[config.mk]
export PLATFORM = sky130hd
export DESIGN_NAME = framed_packet_receiver
export DESIGN_NICKNAME = d
export VERILOG_FILES = /design/src/rtl/fpr_pkg.sv /design/src/rtl/fpr_parser.sv /design/src/rtl/fpr_out_buf.sv /design/src/rtl/framed_packet_receiver.sv
export SDC_FILE = /design/constraint.sdc
export NUM_CORES = 1
export LEC_CHECK = 0
export BUFFER_PORTS_ARGS = -buffer_cell sky130_fd_sc_hd__buf_4
export CAP_MARGIN = 15
export CORE_MARGIN = 5
export CORE_UTILIZATION = 50
export CTS_CLUSTER_DIAMETER = 50
export DETAILED_ROUTE_END_ITERATION = 6
export PLACE_DENSITY = 0.74
export SYNTH_ARGS = -nofsm -noshare
export SYNTH_HDL_FRONTEND = slang
export SYNTH_SLANG_ARGS = --single-unit
[constraint.sdc]
create_clock -name i_clk -period 16.4 [get_ports i_clk]
set_clock_uncertainty 0.2 [all_clocks]
set_input_delay 1.64 -clock i_clk [delete_from_list [all_inputs] [get_ports i_clk]]
set_output_delay 1.64 -clock i_clk [all_outputs]
set_load 0.05 [all_outputs]
[src/rtl/fpr_pkg.sv]
// ----------------------------------------------------------------------------
// fpr_pkg
// Shared types and constants for the framed packet receiver: parse phases,
// result layout, status codes and configuration register indexes.
// ----------------------------------------------------------------------------
package fpr_pkg;

    // Frame start bytes
    localparam logic [7:0] START_BYTE_0 = 8'h02;
    localparam logic [7:0] START_BYTE_1 = 8'hFD;

    // Configuration reset values
    localparam logic [15:0] GAP_TIMEOUT_RESET = 16'd100;
    localparam logic [15:0] MAX_LEN_RESET     = 16'd64;

    // Configuration register indexes
    localparam logic CFG_GAP_TIMEOUT = 1'b0;
    localparam logic CFG_MAX_LEN     = 1'b1;

    // Input beat function codes
    localparam logic FUNC_BYTE = 1'b0;
    localparam logic FUNC_TICK = 1'b1;

    // Result kinds
    localparam logic KIND_PAYLOAD = 1'b0;
    localparam logic KIND_END     = 1'b1;

    // Frame end status codes
    localparam logic [1:0] STATUS_OK       = 2'd0;
    localparam logic [1:0] STATUS_CSUM_ERR = 2'd1;
    localparam logic [1:0] STATUS_LEN_ERR  = 2'd2;

    typedef enum logic [3:0] {
        PH_STX0  = 4'd0,
        PH_STX1  = 4'd1,
        PH_TYPE  = 4'd2,
        PH_CMD_L = 4'd3,
        PH_CMD_H = 4'd4,
        PH_ERR_L = 4'd5,
        PH_ERR_H = 4'd6,
        PH_LEN_L = 4'd7,
        PH_LEN_H = 4'd8,
        PH_DATA  = 4'd9,
        PH_CSUM  = 4'd10
    } t_phase;

    typedef struct packed {
        logic [15:0] gap_timeout_ms;
        logic [15:0] max_payload_len;
    } t_cfg;

    typedef struct packed {
        logic        result_kind;
        logic [7:0]  payload_byte;
        logic [15:0] payload_index;
        logic [7:0]  frame_type;
        logic [15:0] command;
        logic [15:0] error_field;
        logic [15:0] payload_length;
        logic [1:0]  status;
    } t_result;

endpackage

[src/rtl/fpr_parser.sv]
// ----------------------------------------------------------------------------
// fpr_parser
// Per-beat frame parser: holds the parse phase, header fields, checksum and
// idle counter, and forms at most one result for each accepted beat.
// ----------------------------------------------------------------------------
module fpr_parser
    import fpr_pkg::*;
(
    input  logic        i_clk,
    input  logic        i_rst_n,
    input  logic        i_accept,
    input  logic        i_func,
    input  logic [7:0]  i_rx_byte,
    input  t_cfg        i_cfg,
    output logic        o_res_valid,
    output t_result     o_res
);

    t_phase      r_phase, n_phase;
    logic [7:0]  r_sum, n_sum;
    logic [7:0]  r_type, n_type;
    logic [15:0] r_cmd, n_cmd;
    logic [15:0] r_err, n_err;
    logic [15:0] r_len, n_len;
    logic [15:0] r_count, n_count;
    logic [15:0] r_idle, n_idle;

    t_phase      phase_eff;
    logic [15:0] len_full;
    logic [15:0] count_inc;
    logic [7:0]  csum_want;

    assign phase_eff = (r_idle >= i_cfg.gap_timeout_ms) ? PH_STX0 : r_phase;
    assign len_full  = {i_rx_byte, r_len[7:0]};
    assign count_inc = r_count + 16'd1;
    assign csum_want = 8'd0 - r_sum;

    // Next state and result for one beat
    always_comb begin
        n_phase     = r_phase;
        n_sum       = r_sum;
        n_type      = r_type;
        n_cmd       = r_cmd;
        n_err       = r_err;
        n_len       = r_len;
        n_count     = r_count;
        n_idle      = r_idle;
        o_res_valid = 1'b0;
        o_res       = '0;
        if (i_accept) begin
            if (i_func == FUNC_TICK) begin
                // saturate the idle counter
                if (r_idle != 16'hFFFF) begin
                    n_idle = r_idle + 16'd1;
                end
            end else begin
                n_idle  = '0;
                n_phase = phase_eff;
                case (phase_eff)
                    PH_STX1: begin
                        if (i_rx_byte == START_BYTE_1) begin
                            n_sum   = r_sum + i_rx_byte;
                            n_phase = PH_TYPE;
                        end else begin
                            n_phase = PH_STX0;
                        end
                    end
                    PH_TYPE: begin
                        n_type  = i_rx_byte;
                        n_sum   = r_sum + i_rx_byte;
                        n_phase = PH_CMD_L;
                    end
                    PH_CMD_L: begin
                        n_cmd   = {8'd0, i_rx_byte};
                        n_sum   = r_sum + i_rx_byte;
                        n_phase = PH_CMD_H;
                    end
                    PH_CMD_H: begin
                        n_cmd   = {i_rx_byte, r_cmd[7:0]};
                        n_sum   = r_sum + i_rx_byte;
                        n_phase = PH_ERR_L;
                    end
                    PH_ERR_L: begin
                        n_err   = {8'd0, i_rx_byte};
                        n_sum   = r_sum + i_rx_byte;
                        n_phase = PH_ERR_H;
                    end
                    PH_ERR_H: begin
                        n_err   = {i_rx_byte, r_err[7:0]};
                        n_sum   = r_sum + i_rx_byte;
                        n_phase = PH_LEN_L;
                    end
                    PH_LEN_L: begin
                        n_len   = {8'd0, i_rx_byte};
                        n_sum   = r_sum + i_rx_byte;
                        n_phase = PH_LEN_H;
                    end
                    PH_LEN_H: begin
                        n_len = len_full;
                        n_sum = r_sum + i_rx_byte;
                        if (len_full == 16'd0) begin
                            // no payload: next byte is the checksum
                            n_phase = PH_CSUM;
                        end else if (len_full > i_cfg.max_payload_len) begin
                            // drop the frame at once
                            n_phase              = PH_STX0;
                            o_res_valid          = 1'b1;
                            o_res.result_kind    = KIND_END;
                            o_res.frame_type     = r_type;
                            o_res.command        = r_cmd;
                            o_res.error_field    = r_err;
                            o_res.payload_length = len_full;
                            o_res.status         = STATUS_LEN_ERR;
                        end else begin
                            n_count = '0;
                            n_phase = PH_DATA;
                        end
                    end
                    PH_DATA: begin
                        o_res_valid         = 1'b1;
                        o_res.result_kind   = KIND_PAYLOAD;
                        o_res.payload_byte  = i_rx_byte;
                        o_res.payload_index = r_count;
                        n_sum   = r_sum + i_rx_byte;
                        n_count = count_inc;
                        if (count_inc == r_len) begin
                            n_phase = PH_CSUM;
                        end
                    end
                    PH_CSUM: begin
                        n_phase              = PH_STX0;
                        o_res_valid          = 1'b1;
                        o_res.result_kind    = KIND_END;
                        o_res.frame_type     = r_type;
                        o_res.command        = r_cmd;
                        o_res.error_field    = r_err;
                        o_res.payload_length = r_len;
                        o_res.status = (csum_want == i_rx_byte) ? STATUS_OK
                                                                : STATUS_CSUM_ERR;
                    end
                    default: begin
                        // first start-byte search
                        if (i_rx_byte == START_BYTE_0) begin
                            n_sum   = i_rx_byte;
                            n_phase = PH_STX1;
                        end else begin
                            n_phase = PH_STX0;
                        end
                    end
                endcase
            end
        end
    end

    // Parser state registers
    always_ff @(posedge i_clk) begin
        if (!i_rst_n) begin
            r_phase <= PH_STX0;
            r_sum   <= '0;
            r_type  <= '0;
            r_cmd   <= '0;
            r_err   <= '0;
            r_len   <= '0;
            r_count <= '0;
            r_idle  <= '0;
        end else begin
            r_phase <= n_phase;
            r_sum   <= n_sum;
            r_type  <= n_type;
            r_cmd   <= n_cmd;
            r_err   <= n_err;
            r_len   <= n_len;
            r_count <= n_count;
            r_idle  <= n_idle;
        end
    end

endmodule

[src/rtl/fpr_out_buf.sv]
// ----------------------------------------------------------------------------
// fpr_out_buf
// Two-entry output buffer: a result register plus a skid register, so the
// upstream ready comes straight from a flop.
// ----------------------------------------------------------------------------
module fpr_out_buf
    import fpr_pkg::*;
(
    input  logic    i_clk,
    input  logic    i_rst_n,
    input  logic    i_push,
    input  t_result i_data,
    output logic    o_space,
    output logic    o_valid,
    input  logic    i_ready,
    output t_result o_data
);

    logic    r_main_valid, n_main_valid;
    logic    r_skid_valid, n_skid_valid;
    t_result r_main, n_main;
    t_result r_skid, n_skid;
    logic    pop;

    assign pop     = r_main_valid && i_ready;
    assign o_space = !r_skid_valid;
    assign o_valid = r_main_valid;
    assign o_data  = r_main;

    // Move beats between main and skid entries
    always_comb begin
        n_main_valid = r_main_valid;
        n_skid_valid = r_skid_valid;
        n_main       = r_main;
        n_skid       = r_skid;
        if (r_skid_valid) begin
            if (pop) begin
                n_main       = r_skid;
                n_skid_valid = 1'b0;
            end
        end else if (!r_main_valid || pop) begin
            n_main_valid = i_push;
            if (i_push) begin
                n_main = i_data;
            end
        end else if (i_push) begin
            n_skid       = i_data;
            n_skid_valid = 1'b1;
        end
    end

    // Valid flags
    always_ff @(posedge i_clk) begin
        if (!i_rst_n) begin
            r_main_valid <= 1'b0;
            r_skid_valid <= 1'b0;
        end else begin
            r_main_valid <= n_main_valid;
            r_skid_valid <= n_skid_valid;
        end
    end

    // Payload entries
    always_ff @(posedge i_clk) begin
        r_main <= n_main;
        r_skid <= n_skid;
    end

endmodule

[src/rtl/framed_packet_receiver.sv]
// ----------------------------------------------------------------------------
// framed_packet_receiver
// Byte-serial receiver for 0x02 0xFD framed packets with header, payload and
// two's-complement checksum; streams payload bytes and reports frame end.
// ----------------------------------------------------------------------------
//  channel | direction | handshake                  | fields
//  in      | input     | i_in_valid / o_in_ready    | i_func, i_rx_byte
//  out     | output    | o_out_valid / i_out_ready  | o_result_kind .. o_status
//  cfg     | input     | i_cfg_we (no wait)         | i_cfg_addr, i_cfg_wdata
//
//  One beat per cycle while o_in_ready is high; results are registered.
//  Parser state and the output buffer set the rate: one parse step per beat.
//  Synchronous active-low reset; no clearing pass.
//  A two-entry output buffer keeps input flowing while a result stalls;
//  o_in_ready drops only when both entries are full.
// ----------------------------------------------------------------------------
module framed_packet_receiver
    import fpr_pkg::*;
(
    input  logic        i_clk,
    input  logic        i_rst_n,
    // input beats
    input  logic        i_in_valid,
    output logic        o_in_ready,
    input  logic        i_func,
    input  logic [7:0]  i_rx_byte,
    // results
    output logic        o_out_valid,
    input  logic        i_out_ready,
    output logic        o_result_kind,
    output logic [7:0]  o_payload_byte,
    output logic [15:0] o_payload_index,
    output logic [7:0]  o_frame_type,
    output logic [15:0] o_command,
    output logic [15:0] o_error_field,
    output logic [15:0] o_payload_length,
    output logic [1:0]  o_status,
    // configuration
    input  logic        i_cfg_we,
    input  logic        i_cfg_addr,
    input  logic [15:0] i_cfg_wdata
);

    t_cfg    r_cfg;
    logic    accept;
    logic    res_valid;
    t_result res;
    t_result out_data;
    logic    space;

    assign o_in_ready = space;
    assign accept     = i_in_valid && space;

    // Configuration registers
    always_ff @(posedge i_clk) begin
        if (!i_rst_n) begin
            r_cfg.gap_timeout_ms  <= GAP_TIMEOUT_RESET;
            r_cfg.max_payload_len <= MAX_LEN_RESET;
        end else if (i_cfg_we) begin
            case (i_cfg_addr)
                CFG_GAP_TIMEOUT: r_cfg.gap_timeout_ms  <= i_cfg_wdata;
                CFG_MAX_LEN:     r_cfg.max_payload_len <= i_cfg_wdata;
                default:         r_cfg                 <= r_cfg;
            endcase
        end
    end

    fpr_parser u_parser (
        .i_clk       (i_clk),
        .i_rst_n     (i_rst_n),
        .i_accept    (accept),
        .i_func      (i_func),
        .i_rx_byte   (i_rx_byte),
        .i_cfg       (r_cfg),
        .o_res_valid (res_valid),
        .o_res       (res)
    );

    fpr_out_buf u_out_buf (
        .i_clk   (i_clk),
        .i_rst_n (i_rst_n),
        .i_push  (res_valid),
        .i_data  (res),
        .o_space (space),
        .o_valid (o_out_valid),
        .i_ready (i_out_ready),
        .o_data  (out_data)
    );

    assign o_result_kind    = out_data.result_kind;
    assign o_payload_byte   = out_data.payload_byte;
    assign o_payload_index  = out_data.payload_index;
    assign o_frame_type     = out_data.frame_type;
    assign o_command        = out_data.command;
    assign o_error_field    = out_data.error_field;
    assign o_payload_length = out_data.payload_length;
    assign o_status         = out_data.status;

endmodule

# Word-level counts from Yosys, hierarchy flattened
# Cells that the tools add are included.
[classes]
bitwise = 8
n_mux = 39
n_reduce_logical = 31
n_addsub = 4
n_eq_ne = 20
order_cmp = 2
[op_table]
columns = ["op", "n"]
rows = [
  ["$mux 83", 6],
  ["$pmux 16 s2", 4],
  ["$mux 58", 2],
  ["$pmux 58 s2", 1],
  ["$mux 16", 4],
  ["$pmux 4 s10", 1],
  ["$add 16x1->16 const B", 2],
  ["$mux 24", 1],
  ["$pmux 8 s3", 1],
  ["$reduce_and 3->1", 6],
  ["$eq 16x16->1", 1],
  ["$eq 4x3->1 const B", 4],
  ["$ge 16x16->1", 1],
  ["$gt 16x16->1", 1],
  ["$logic_not 16->1", 1],
  ["$mux 4", 4],
  ["$mux 8", 2],
  ["$ne 16x16->1 const B", 1],
  ["$eq 4x4->1 const B", 3],
  ["$reduce_and 4->1", 3],
  ["$reduce_bool 2->1", 6],
  ["$mux 1", 10],
  ["$reduce_and 2->1", 5],
  ["$reduce_and 5->1", 2],
  ["other kinds (18)", 32],
]
[totals]
input_bits = 31
out_inout_bits = 85
word_cells = 135
reg_bits = 300

# Depth between registers and ports, before layout
[depth]
depth_word = 10
mapped_depth = 11
mapped_depth_nobuf = 10

# Hierarchy
# A second synthesis with hierarchy kept.
[hier_totals]
cells_unflattened = 1219
area_unflattened_um2 = 14048.5
[by_module_without_submodules]
columns = ["mod", "cells_each", "area_per_inst_um2", "instances", "seq_area_each_um2"]
rows = [
  ["fpr_parser", 817, 6618.8, 1, 2001.9],
  ["fpr_out_buf", 273, 6172.2, 1, 5024.8],
  ["framed_packet_receiver", 129, 1257.5, 1, 640.6],
]

# Worst setup path before layout
# No wires, ideal clock.
[synth_timing]
kind = "input port to flip-flop"
start = "input i_rx_byte[7]"
end = "register u_out_buf.r_skid[0] (netlist bit), enable pin"
setup_time_ns = 0.643
t_arrival_ns = 9.008
setup_slack_ns = 6.549
stages = 8
path_cell_list = "ha_1 -> nand3_1 -> nor3_1 -> a21o_1 -> nor2_1 -> a21boi_0 -> or3_1 -> nor3b_1"
[synth_between]
elab_chain_cells = 7
word_cells_on_any_way = 8
cone_classes = "1 x order compare; 5 x mux; 2 x reduce/logical"
[synth_rtl]
columns = ["item", "line_no", "source"]
rows = [
  ["start, declared", "framed_packet_receiver.sv:26", "input logic [7:0] i_rx_byte,"],
  ["$gt 16x16->1", "fpr_parser.sv:104", "end else if (len_full > i_cfg.max_payload_len) begin"],
  ["$mux 1", "fpr_parser.sv:104", ""],
  ["$mux 1 *", "fpr_parser.sv:101", "if (len_full == 16'd0) begin"],
  ["$pmux 1 s2 *", "fpr_parser.sv:59", "case (phase_eff)"],
  ["$mux 1 *", "fpr_parser.sv:51", "if (i_func == FUNC_TICK) begin"],
  ["$mux 1 *", "fpr_parser.sv:50", "if (i_accept) begin"],
  ["$reduce_and 3->1 (no line) *", "n/a", ""],
  ["end signal, assigned", "fpr_out_buf.sv:66", "r_skid <= n_skid;"],
  ["end, declared", "fpr_out_buf.sv:22", "t_result r_skid, n_skid;"],
]
# Every way passes the cells marked *; elsewhere a longest branch is shown, timed or not.
# A chain may end at the register's enable or synchronous reset.

# Final worst setup path
[layout_timing]
start = "input i_rx_byte[1]"
end = "register u_out_buf.r_main, in the netlist u_out_buf.o_data[30], enable pin"
[layout_between]
elab_chain_cells = 8
word_cells_on_any_way = 9
cone_classes = "1 x order compare; 5 x mux; 3 x reduce/logical"
[layout_rtl]
columns = ["item", "line_no", "source"]
rows = [
  ["$gt 16x16->1", "fpr_parser.sv:104", ""],
  ["$mux 1", "fpr_parser.sv:104", ""],
  ["$mux 1 *", "fpr_parser.sv:101", ""],
  ["$pmux 1 s2 *", "fpr_parser.sv:59", ""],
  ["$mux 1 *", "fpr_parser.sv:51", ""],
  ["$mux 1 *", "fpr_parser.sv:50", ""],
  ["$reduce_bool 2->1 (no line) *", "n/a", ""],
  ["$reduce_and 3->1 (no line) *", "n/a", ""],
  ["end signal, assigned", "fpr_out_buf.sv:65", "r_main <= n_main;"],
  ["end, declared", "fpr_out_buf.sv:21", "t_result r_main, n_main;"],
]
# Marks and branches as above.

==> Flow_metrics.wiki <==
{| class="wikitable"
! Metric !! Value
|-
| Number of iterations in the first detailed-routing pass || 5
|-
| Height of the die || 178 um
|-
| Placeable Area || 27800 sq um
|-
| Relative slew slack || 0.219
|-
| RePlAce Congestion || 0.907
|-
| Arrival time of data at the critical path endpoint || 4630 ps
|-
| Post-synth cell types || 76
|-
| Synth-to-Final Area Change || 16.3%
|-
| H-tree Lvls || 2
|-
| Mean post-synth cell area || 11.1 sq um
|-
| Sequential-to-total area share from yosys stat || 0.546
|-
| Final setup violation count || 0
|-
| Critical Path Source Type || input pin
|-
| Yosys top cell by area || sky130_fd_sc_hd__edfxtp_1
|-
| Clock Latency Late Sink || 520 ps
|-
| Launching element of the worst setup path || i_rx_byte[1]
|-
| Cell row count || 61
|-
| Total power || 1.69 mW
|-
| Post-cts sizing count || 0
|-
| WL per Instance || 18.5 um
|-
| Worst-path maximum fanout || 71
|-
| CTS tree || done
|-
| Ratio of routed vias to standard cells || 5.74
|-
| Max frequency || 0.213 GHz
|-
| Post-synthesis cell count || 1263
|-
| Class of the worst hold path || reg -> reg
|-
| Power density over the cells || 104 nW/um^2
|-
| Final antenna-violating net count || 0
|-
| Reg-to-Reg Start || r_cfg[29]
|-
| DP HPWL || 21.5 mm
|-
| Max-cap violations || 0
|-
| Net count after synthesis || 1337
|-
| Clock period minus worst slack || 4690 ps
|-
| Leakage || 6.50 nW
|-
| FFs w/ async S/R, synth || 0
|-
| Flop and latch count out of synthesis || 300
|-
| Antenna violations before repair || 2
|-
| Total via count in the routed design || 10021
|-
| Most frequently used flop master after synthesis || sky130_fd_sc_hd__edfxtp_1
|-
| Post-Place Setup Slack || 11180 ps
|-
| Element type at the critical path end || register
|-
| Number of clock buffers inserted by TritonCTS || 35
|-
| Buffers inserted during post-CTS setup optimization || 0
|-
| Pin count of the biggest net entering global routing || 104
|-
| Actual transition at the worst max-transition pin || 1170 ps
|-
| Final Hold Viols || 0
|-
| Post-Route Hold Slack || 266 ps
|-
| Sinks on Clock Net || 300
|-
| Status || finished, final reports clean
|-
| Global Route Usage Sum || 0.204
|-
| Number of warning messages in the yosys log || 0
|-
| Post-Route Setup TNS || 0 ps
|-
| Final design area excluding fillers || 16300 sq um
|-
| Count of boundary I/O pins || 116
|-
| Maximum number of buffers from clock root to sink || 3
|-
| Highest ir drop seen on vdd || 0.0000997 V
|-
| CTS root buf || sky130_fd_sc_hd__clkbuf_16
|-
| Initial core utilization || 0.505
|-
| Vias in the first global route || 9660
|-
| Final worst slack || 11710 ps
|-
| Number of nets in the finished design || 1415
|-
| Hold path startpoint || r_cfg[12]
|-
| Placed Instance Area || 15100 sq um
|-
| Port Buf Inserts || 115
|-
| Fraction of final layout cells with drive strength greater than 1 || 0.148
|-
| Count of hold buffers inserted by post-cts repair || 0
|-
| Final period utilization || 0.286
|-
| Unrepaired setup endpoints after global routing || false
|-
| DRC errors left || 0
|-
| First-pass GRT wire length || 51.9 mm
|-
| Post-Syn Area || 14000 sq um
|-
| Cell types with the largest area share after synthesis || sky130_fd_sc_hd__edfxtp_1, sky130_fd_sc_hd__dfxtp_1, sky130_fd_sc_hd__a22o_1
|-
| Synth top area share || 0.355
|-
| Die area || 31500 sq um
|-
| Width of the chip || 178 um
|-
| Clock-pin transition on the worst setup and hold timing paths || 60 ps
|-
| Global route total overflow || 0
|-
| N_diodes || 0
|-
| Critical path class || in -> reg
|-
| Initial drt markers || 762
|-
| Detailed-route wire length || 32.4 mm
|-
| Fill count || 2362
|-
| Data required time at the worst endpoint || 16340 ps
|-
| Max-slew violations || 0
|-
| EDFF count, synth || 166
|}
sequential cells by signal, summed over array words and instances, names as in the netlist:
name,count
r_cfg,32
u_out_buf.o_data,83
u_out_buf.o_valid,1
u_out_buf.r_skid,83
u_out_buf.r_skid_valid,1
u_parser.r_cmd,16
u_parser.r_count,16
u_parser.r_err,16
u_parser.r_idle,16
u_parser.r_len,16
u_parser.r_phase,4
u_parser.r_sum,8
u_parser.r_type,8
layer usage:
layer	track usage	vias to the layer above	share of wire
met5	0	-	0
met4	0.0628	0	0.025
met3	0.0386	68	0.069
met2	0.321	333	0.46
met1	0.290	4798	0.45
li1	-	4822	-
critical path, stage by stage:
cell and delay, ps:
sky130_fd_sc_hd__buf_4 200, sky130_fd_sc_hd__ha_1 320, sky130_fd_sc_hd__a211oi_1 70, sky130_fd_sc_hd__o21ai_0 190, sky130_fd_sc_hd__o211ai_1 120, sky130_fd_sc_hd__nand3_1 230
sky130_fd_sc_hd__a21boi_0 250, sky130_fd_sc_hd__o32ai_4 720, sky130_fd_sc_hd__buf_4 800
metrics by stage:
step	std cells	util
after floorplan	1263	-
after global placement	1682	0.545
after detailed placement	1682	0.545
after CTS	1746	0.588
after global routing	1746	0.588
final	1746	0.588
cell usage in the layout, fill, tap and decap left out, types with 25 or more instances in the layout:
master	Yosys	routed
sky130_fd_sc_hd__o21ai_0	38	38
sky130_fd_sc_hd__and3_1	34	34
sky130_fd_sc_hd__nor2b_1	50	49
sky130_fd_sc_hd__nand2_1	107	107
sky130_fd_sc_hd__and2_1	59	59
sky130_fd_sc_hd__a21o_1	29	29
sky130_fd_sc_hd__edfxtp_1	166	166
sky130_fd_sc_hd__xnor2_1	25	25
sky130_fd_sc_hd__clkbuf_16	0	38
sky130_fd_sc_hd__ha_1	42	42
sky130_fd_sc_hd__a22o_1	65	65
sky130_fd_sc_hd__buf_4	3	124
sky130_fd_sc_hd__a21boi_0	30	30
sky130_fd_sc_hd__inv_1	47	47
sky130_fd_sc_hd__nor2_1	56	56
sky130_fd_sc_hd__mux2i_1	33	33
sky130_fd_sc_hd__dfxtp_1	134	133
layout make-up:
class                           count  area [sq um]  area share
Inverter                           47           176      0.0108
Clock inverter                     15           178      0.0109
Clock buffer                       49          1010      0.0620
Sequential cell                   300          7670       0.470
Tap cell                          378           473      0.0290
Multi-Input combinational cell    833          5880       0.360
Timing Repair Buffer              124           931      0.0570
power by group:
part / internal (mW) / switching, mW / leakage (nW)
logic: 0.0372 / 0.0651 / 3.19
clock network: 0.483 / 0.306 / 0.576
registers: 0.795 / 0.00789 / 2.73
cell usage after synthesis, drive strengths merged, types with 5 or more instances:
cell type,instances
edfxtp,166
dfxtp,134
nand2,107
a22o,65
clkbuf,65
and2,59
nor2,56
nor2b,50
inv,47
ha,42
o21ai,40
and3,34
mux2i,33
a21boi,32
a21o,29
xnor2,25
a21oi,22
xor2,22
nand3,21
nand4,20
nor3,20
buf,18
o211ai,16
nor4,11
o31ai,11
or3,10
a221o,9
a211oi,8
a31oi,8
a32o,8
a32oi,8
o211a,7
o41ai,6
and4,5
o21a,5
final timing paths:
check / cells after the start / endpoint / slack [ps]
setup / recovery: 9 / u_out_buf.o_data[30] / 11710
hold / removal: 2 / r_cfg[12] / 270
setup reg to reg: 9 / u_out_buf.r_skid[44] / 12350
hold reg to reg: 2 / r_cfg[12] / 270
cells by family after synthesis:
logic type,after synthesis,synth area share
flops,300,0.546
mux,34,0.0243
compound gates,296,0.166
simple gates,413,0.158
xor+xnor,47,0.0293
buf+inv,130,0.0366
fa+ha+maj,43,0.0389
(Power assumes the default switching activity.)
